`src/rtl/tt_pkg.sv`:
```
`default_nettype none
package tt_pkg;
    localparam int TABLE_SLOTS = 4096;
    localparam int SLOT_W = $clog2(TABLE_SLOTS);
    localparam int CNT_W = $clog2(TABLE_SLOTS + 1);
    localparam int ENTRY_W = 64 + 16 + 8 + 32 + 2;
    localparam logic [15:0] NO_MOVE = 16'hFFFF;

    localparam logic [1:0] OP_STORE = 2'd0;
    localparam logic [1:0] OP_PROBE = 2'd1;
    localparam logic [1:0] OP_PV    = 2'd2;
    localparam logic [1:0] OP_CLEAR = 2'd3;

    localparam logic [1:0] BOUND_NONE  = 2'd0;
    localparam logic [1:0] BOUND_ALPHA = 2'd1;
    localparam logic [1:0] BOUND_BETA  = 2'd2;
    localparam logic [1:0] BOUND_EXACT = 2'd3;

    typedef struct packed {
        logic [1:0]         opcode;
        logic [63:0]        key;
        logic [15:0]        move;
        logic               move_invalid;
        logic signed [31:0] score;
        logic [7:0]         depth;
        logic [1:0]         bound_flag;
        logic signed [31:0] alpha;
        logic signed [31:0] beta;
    } t_in_item;

    typedef struct packed {
        logic               cutoff;
        logic               key_match;
        logic [15:0]        move_out;
        logic signed [31:0] score_out;
        logic               error;
        logic [31:0]        new_writes;
        logic [31:0]        overwrites;
        logic [31:0]        hits;
    } t_out_item;

    typedef struct packed {
        logic [63:0]        key;
        logic [15:0]        move;
        logic [7:0]         depth;
        logic signed [31:0] score;
        logic [1:0]         bound;
    } t_entry;

    // controller -> datapath
    typedef struct packed {
        logic load;      // capture input item
        logic div_start;
        logic clr_start;
        logic finish;    // evaluate and build result
    } t_cmd;

    // datapath -> controller
    typedef struct packed {
        logic div_done;
        logic clr_done;
        logic [1:0] opcode;
        logic move_invalid;
    } t_sts;

    function automatic t_entry empty_entry();
        t_entry e;
        e.key = '0;
        e.move = NO_MOVE;
        e.depth = '0;
        e.score = '0;
        e.bound = BOUND_NONE;
        return e;
    endfunction
endpackage
`default_nettype wire

```
`src/rtl/tt_ctrl.sv`:
```
`default_nettype none
module tt_ctrl (
    input  wire logic        i_clk,
    input  wire logic        i_rst_n,
    input  wire logic        i_in_valid,
    output logic             o_in_stall,
    output logic             o_out_valid,
    input  wire logic        i_out_stall,
    input  wire tt_pkg::t_sts i_sts,
    output tt_pkg::t_cmd     o_cmd
);
    typedef enum logic [6:0] {
        S_INIT = 7'b0000001,
        S_IDLE = 7'b0000010,
        S_DECO = 7'b0000100,
        S_DIV  = 7'b0001000,
        S_RD   = 7'b0010000,
        S_FIN  = 7'b0100000,
        S_CLR  = 7'b1000000
    } t_state;

    t_state r_state, n_state;
    logic   r_out_valid, n_out_valid;

    // input taken only when the output register is free
    assign o_in_stall  = !(r_state == S_IDLE && !r_out_valid);
    assign o_out_valid = r_out_valid;

    always_comb begin
        n_state = r_state;
        n_out_valid = r_out_valid && i_out_stall;
        o_cmd = '0;
        case (r_state)
            S_INIT: begin
                if (i_sts.clr_done) begin
                    n_state = S_IDLE;
                end
            end
            S_IDLE: begin
                if (i_in_valid && !r_out_valid) begin
                    o_cmd.load = 1'b1;
                    n_state = S_DECO;
                end
            end
            S_DECO: begin
                if (i_sts.opcode == tt_pkg::OP_CLEAR) begin
                    o_cmd.clr_start = 1'b1;
                    n_state = S_CLR;
                end else if (i_sts.opcode == tt_pkg::OP_STORE && i_sts.move_invalid) begin
                    n_state = S_FIN;
                end else begin
                    o_cmd.div_start = 1'b1;
                    n_state = S_DIV;
                end
            end
            S_DIV: begin
                if (i_sts.div_done) begin
                    n_state = S_RD;
                end
            end
            S_RD: begin
                n_state = S_FIN;
            end
            S_FIN: begin
                o_cmd.finish = 1'b1;
                n_out_valid = 1'b1;
                n_state = S_IDLE;
            end
            S_CLR: begin
                if (i_sts.clr_done) begin
                    n_state = S_FIN;
                end
            end
            default: n_state = S_IDLE;
        endcase
    end

    always_ff @(posedge i_clk) begin
        if (!i_rst_n) begin
            r_state <= S_INIT;
            r_out_valid <= 1'b0;
        end else begin
            r_state <= n_state;
            r_out_valid <= n_out_valid;
        end
    end
endmodule
`default_nettype wire

```
`config.mk`:
```
export PLATFORM = sky130hd
export DESIGN_NAME = tt_ctrl
export DESIGN_NICKNAME = d
export VERILOG_FILES = /design/src/rtl/tt_pkg.sv /design/src/rtl/tt_ctrl.sv
export SDC_FILE = /design/constraint.sdc
export NUM_CORES = 1
export LEC_CHECK = 0
export BUFFER_PORTS_ARGS = -buffer_cell sky130_fd_sc_hd__buf_2
export CAP_MARGIN = 10
export CORE_UTILIZATION = 25
export DETAILED_ROUTE_END_ITERATION = 10
export GPL_ROUTABILITY_DRIVEN = 0
export SYNTH_ARGS = -nofsm -noshare
export SYNTH_HDL_FRONTEND = slang
export SYNTH_SLANG_ARGS = --single-unit
```
`constraint.sdc`:
```
create_clock -name i_clk -period 1.22 [get_ports i_clk]
set_input_delay 0 -clock i_clk [delete_from_list [all_inputs] [get_ports i_clk]]
set_output_delay 0 -clock i_clk [all_outputs]
set_load 0.01 [all_outputs]
```
# Word-level counts from Yosys, hierarchy flattened
# Index checks and enable logic that the tools add are counted.
[classes]
eq_ne = 12
muxes = 15
reduce_logical = 8
[op_table]
columns = ["operator", "count"]
rows = [
  ["7-bit one-hot mux with 6 select lines", 1],
  ["7-bit 2-to-1 mux", 5],
  ["7-bit by 1-bit equality test with 1-bit output (second input constant)", 1],
  ["7-bit by 2-bit equality test with 1-bit output (second input constant)", 1],
  ["7-bit by 3-bit equality test with 1-bit output (second input constant)", 1],
  ["7-bit by 4-bit equality test with 1-bit output (second input constant)", 1],
  ["7-bit by 5-bit equality test with 1-bit output (second input constant)", 1],
  ["7-bit by 6-bit equality test with 1-bit output (second input constant)", 1],
  ["7-bit equality test (second input constant)", 1],
  ["1-bit 2-to-1 mux", 7],
  ["6-bit 2-to-1 mux", 1],
  ["2-bit inequality test (second input constant)", 3],
  ["1-bit logical AND", 4],
  ["4-bit AND reduction", 1],
  ["2-bit equality test (second input constant)", 1],
  ["1-bit logical NOT", 2],
  ["2-bit logical NOT", 1],
  ["2-bit 2-to-1 mux", 1],
  ["2-bit by 1-bit inequality test with 1-bit output (second input constant)", 1],
]
[totals]
regBits = 8
in_bits = 9
out_inout_bits = 6
word_cells = 37

# Depth between registers and ports, before layout
[depth]
word_depth = 5
mapped_depth = 5
depth_no_buf = 5

# Worst setup path before layout
# Ideal clock, no wire load.
[synth_path]
path_kind = "reg-to-reg"
startpoint = "register r_state[5]"
endpoint = "register r_state[3]"
setup_ns = 0.064
arrival_ns = 1.290
required_time_ns = 1.156
setup_slack_ns = -0.133
path_stages_with_launch = 6
n_path_buf = 0
synth_period_minus_slack_ns = 1.353
cell_sequence = "dfxtp_1 or3_4 nand3b_4 nor3b_2 nor2_1 nor2_1"
[synth_via]
elab_chain_cells = 3
elab_cells_between_ends = 12
classes_between = "eq/ne (10); mux (1); reduce/logical (1)"
[synth_lines]
columns = ["element", "line", "text"]
rows = [
  ["start: declaration", "tt_ctrl.sv:22", "t_state r_state, n_state;"],
  ["start signal: assignment", "tt_ctrl.sv:83", "r_state <= n_state;"],
  ["7-bit by 2-bit equality test with 1-bit output (tied with other cells)", "tt_ctrl.sv:33", "case (r_state)"],
  ["2-bit by 1-bit inequality test with 1-bit output (no line) / 2-bit inequality test (equally long branches)", "n/a", ""],
  ["4-bit AND reduction (no line)", "n/a", ""],
]
# Several ways; a longest one is shown, not always the timed one.
# A chain may end at the register's enable or synchronous reset.

==> results.cfg <==
[place]
port-buffer-count = 14
placed_area_sq_um = 719
hpwlAfterDp_mm = 1.04

[detailed_routing]
wirelength_mm = 1.75
dr.first_iter.drc_count = 9
route.detailed.drc = 0
drtPass1Iterations = 4
vias = 608
wl_per_cell_um = 14.1
drtAntennaViolNets = 0
routed_via_density = 4.90

[clocking]
insertion_delay_ps = 260
cts-buffers-inserted = 3
cts_buffer_depth = 2
clk_pin_slew_ps = 60
htree_levels = 1
root_buffer = clkbuf_4
clkSinkCount = 8
cts_tree = built

[grt]
grt_pass1_wl_mm = 2.57
grt_max_degree = 7
overflow = 0
track_usage = 0.176
antenna_found_initial = 0
grt_pass1_vias = 591

[cells_and_area]
final_cell_mix = buf_4 (20), buf_2 (12), buf_6 (7)
antenna_cells = 0
final_nets = 110
final-seq-area_sq_um = 175
multi_input_area_sq_um = 434
drive_gt1_frac = 0.768
fill_cells = 178
area_growth_pct = 102
mostFrequentLayoutCell = buf_4
design_area_sq_um = 976

[min_path]
hp-class = in -> reg
whs_endpoint = r_state[4]
min_path_cells = 3
hold_start = i_sts[4]

[sta]
period_needed_ps = 1490
hold_slack_ps = -2.16
rsz0062_at_grt = true
slew_headroom = 0.710
finClkSkew_ps = 4.57
hold_viol_final = 1
tightest_slew_ps = 434
finalSetupTns_ps = -2010
maxSlewViolCount = 0
fmax_mhz = 670
setup_viol = 12
setup_ws_ps = -272
min_period_over_period = 1.22

[critical_path]
rrSetupSlack_ps = -200
r2r-end = r_state[3]
crit_required_ps = 1220
critPathArrivalTime_ps = 1490
worstSetupEndpointType = output pin
reg2reg_from = r_state[5]
worstRegToRegCells = 6
start_kind = register
critical_path_class = reg -> out
critPathMaxFanout = 2

[floorplanning]
initial_core_util = 0.274
dieArea_sq_mm = 0.00211
fp.dieW_um = 46.0
die_h_um = 46.0
ios = 15
rows = 15
core_sq_mm = 0.00176

[power_and_ir_drop]
pwr-share-seq = 0.389
clockPowerShare = 0.280
vdd_drop_max_uv = 465
combPwrFrac = 0.330
p_sw_mw = 0.233
power.density_mw_per_mm2 = 768
internal_power_mw = 0.517
cellLeakagePower_nw = 0.417
swShare = 0.311

[synth]
syn_inst = 56
syn_nets = 65
ys_seq_area_frac = 0.332
synth_cell_types = 30
yosysWarnings = 0
syn-cell-area_sq_um = 483
synthFlopType = dfxtp_1
synth_edf_count = 0
synth_seq_cells = 8
avgSynthCellArea_sq_um = 8.62
synth_async_sr_flop_share = 0

[outcome]
status = finished, violations left
violations = hold timing, setup timing

[flow_run]
maxCapViolCount = 0
==> flip-flops by register name, indices dropped and copies added (netlist names) <==
register and count:
r_state 7, o_out_valid 1
==> logic make-up after synthesis <==
group           after synthesis  share of synthesized area
simple gates                 34                      0.492
compound gates               11                      0.153
buf+inv                       3                     0.0233
flops                         8                      0.332
==> power groups by stage <==
stage	sequential, mW	combinational, mW	clock (mW)
6_report	0.292	0.248	0.210
5_1_grt	0.293	0.265	0.231
4_1_cts	0.293	0.208	0.212
3_5_place_dp	0.296	0.157	0
3_3_place_gp	0.296	0.157	0
2_1_floorplan	0.294	0.0845	0
==> synth_stat cells (all sizes together), types with 2 or more instances <==
master	count	area, sq um
nand3b	2	27.5
inv	3	11.3
a21oi	2	10.0
nor3b	2	20.0
nor2b	2	12.5
dfxtp	8	160
o21ai	3	15.0
nor3	2	15.0
nor2	9	33.8
nor4	3	31.3
nand3	2	10.0
nor4b	2	23.8
nand2	4	15.0
==> metrics by stage <==
step                      power, mW  hold slack, ps  cells   util  setup WS [ps]
after floorplan               0.378            76.2     56      -           -106
after global placement        0.452             267    112  0.408           -131
after detailed placement      0.453             243    112  0.408           -188
after CTS                     0.713            8.21    124  0.509           -279
after global routing          0.790            10.7    124  0.553           -318
final                         0.750           -2.16    124  0.553           -272
==> layout make-up <==
class,count,share of cell area
Inverter,3,0.0141
Clock buffer,3,0.0231
Timing Repair Buffer,40,0.306
Sequential cell,8,0.179
Tap cell,25,0.0321
Multi-Input combinational cell,45,0.445
==> critical path, cell delays in order (launching register included) <==
cell and delay [ps]:
dfxtp_2 330, or3_4 390, nand3b_4 180, nor3b_4 180, buf_2 150
==> per-layer routing <==
layer  track usage  up-vias  part of all wire
li1              -      294                 -
met1         0.192      296              0.38
met2         0.301       14              0.57
met3        0.0516        4             0.030
met4        0.0941        0             0.019
met5             0        -                 0
==> worst max-delay path by stage <==
stage                      startpoint    endpoint  depth (start not counted)
after CTS                  r_state[0]    o_cmd[2]                          4
after global placement    o_out_valid  r_state[5]                          5
final                      r_state[5]    o_cmd[2]                          4
after floorplan            r_state[5]  r_state[3]                          5
after global routing       r_state[5]    o_cmd[2]                          4
after detailed placement  o_out_valid  r_state[5]                          5
==> timing repair <==
action                                  4_1_cts  5_1_grt
resized for setup                            21       23
hold buffers                                  1        0
cloned                                        0        0
pin swaps                                    10       10
endpoints found under the hold margin         1        0
endpoints found under the setup margin       11       13
buffers inserted                              8        1
Power figures use the tool's default switching activity.
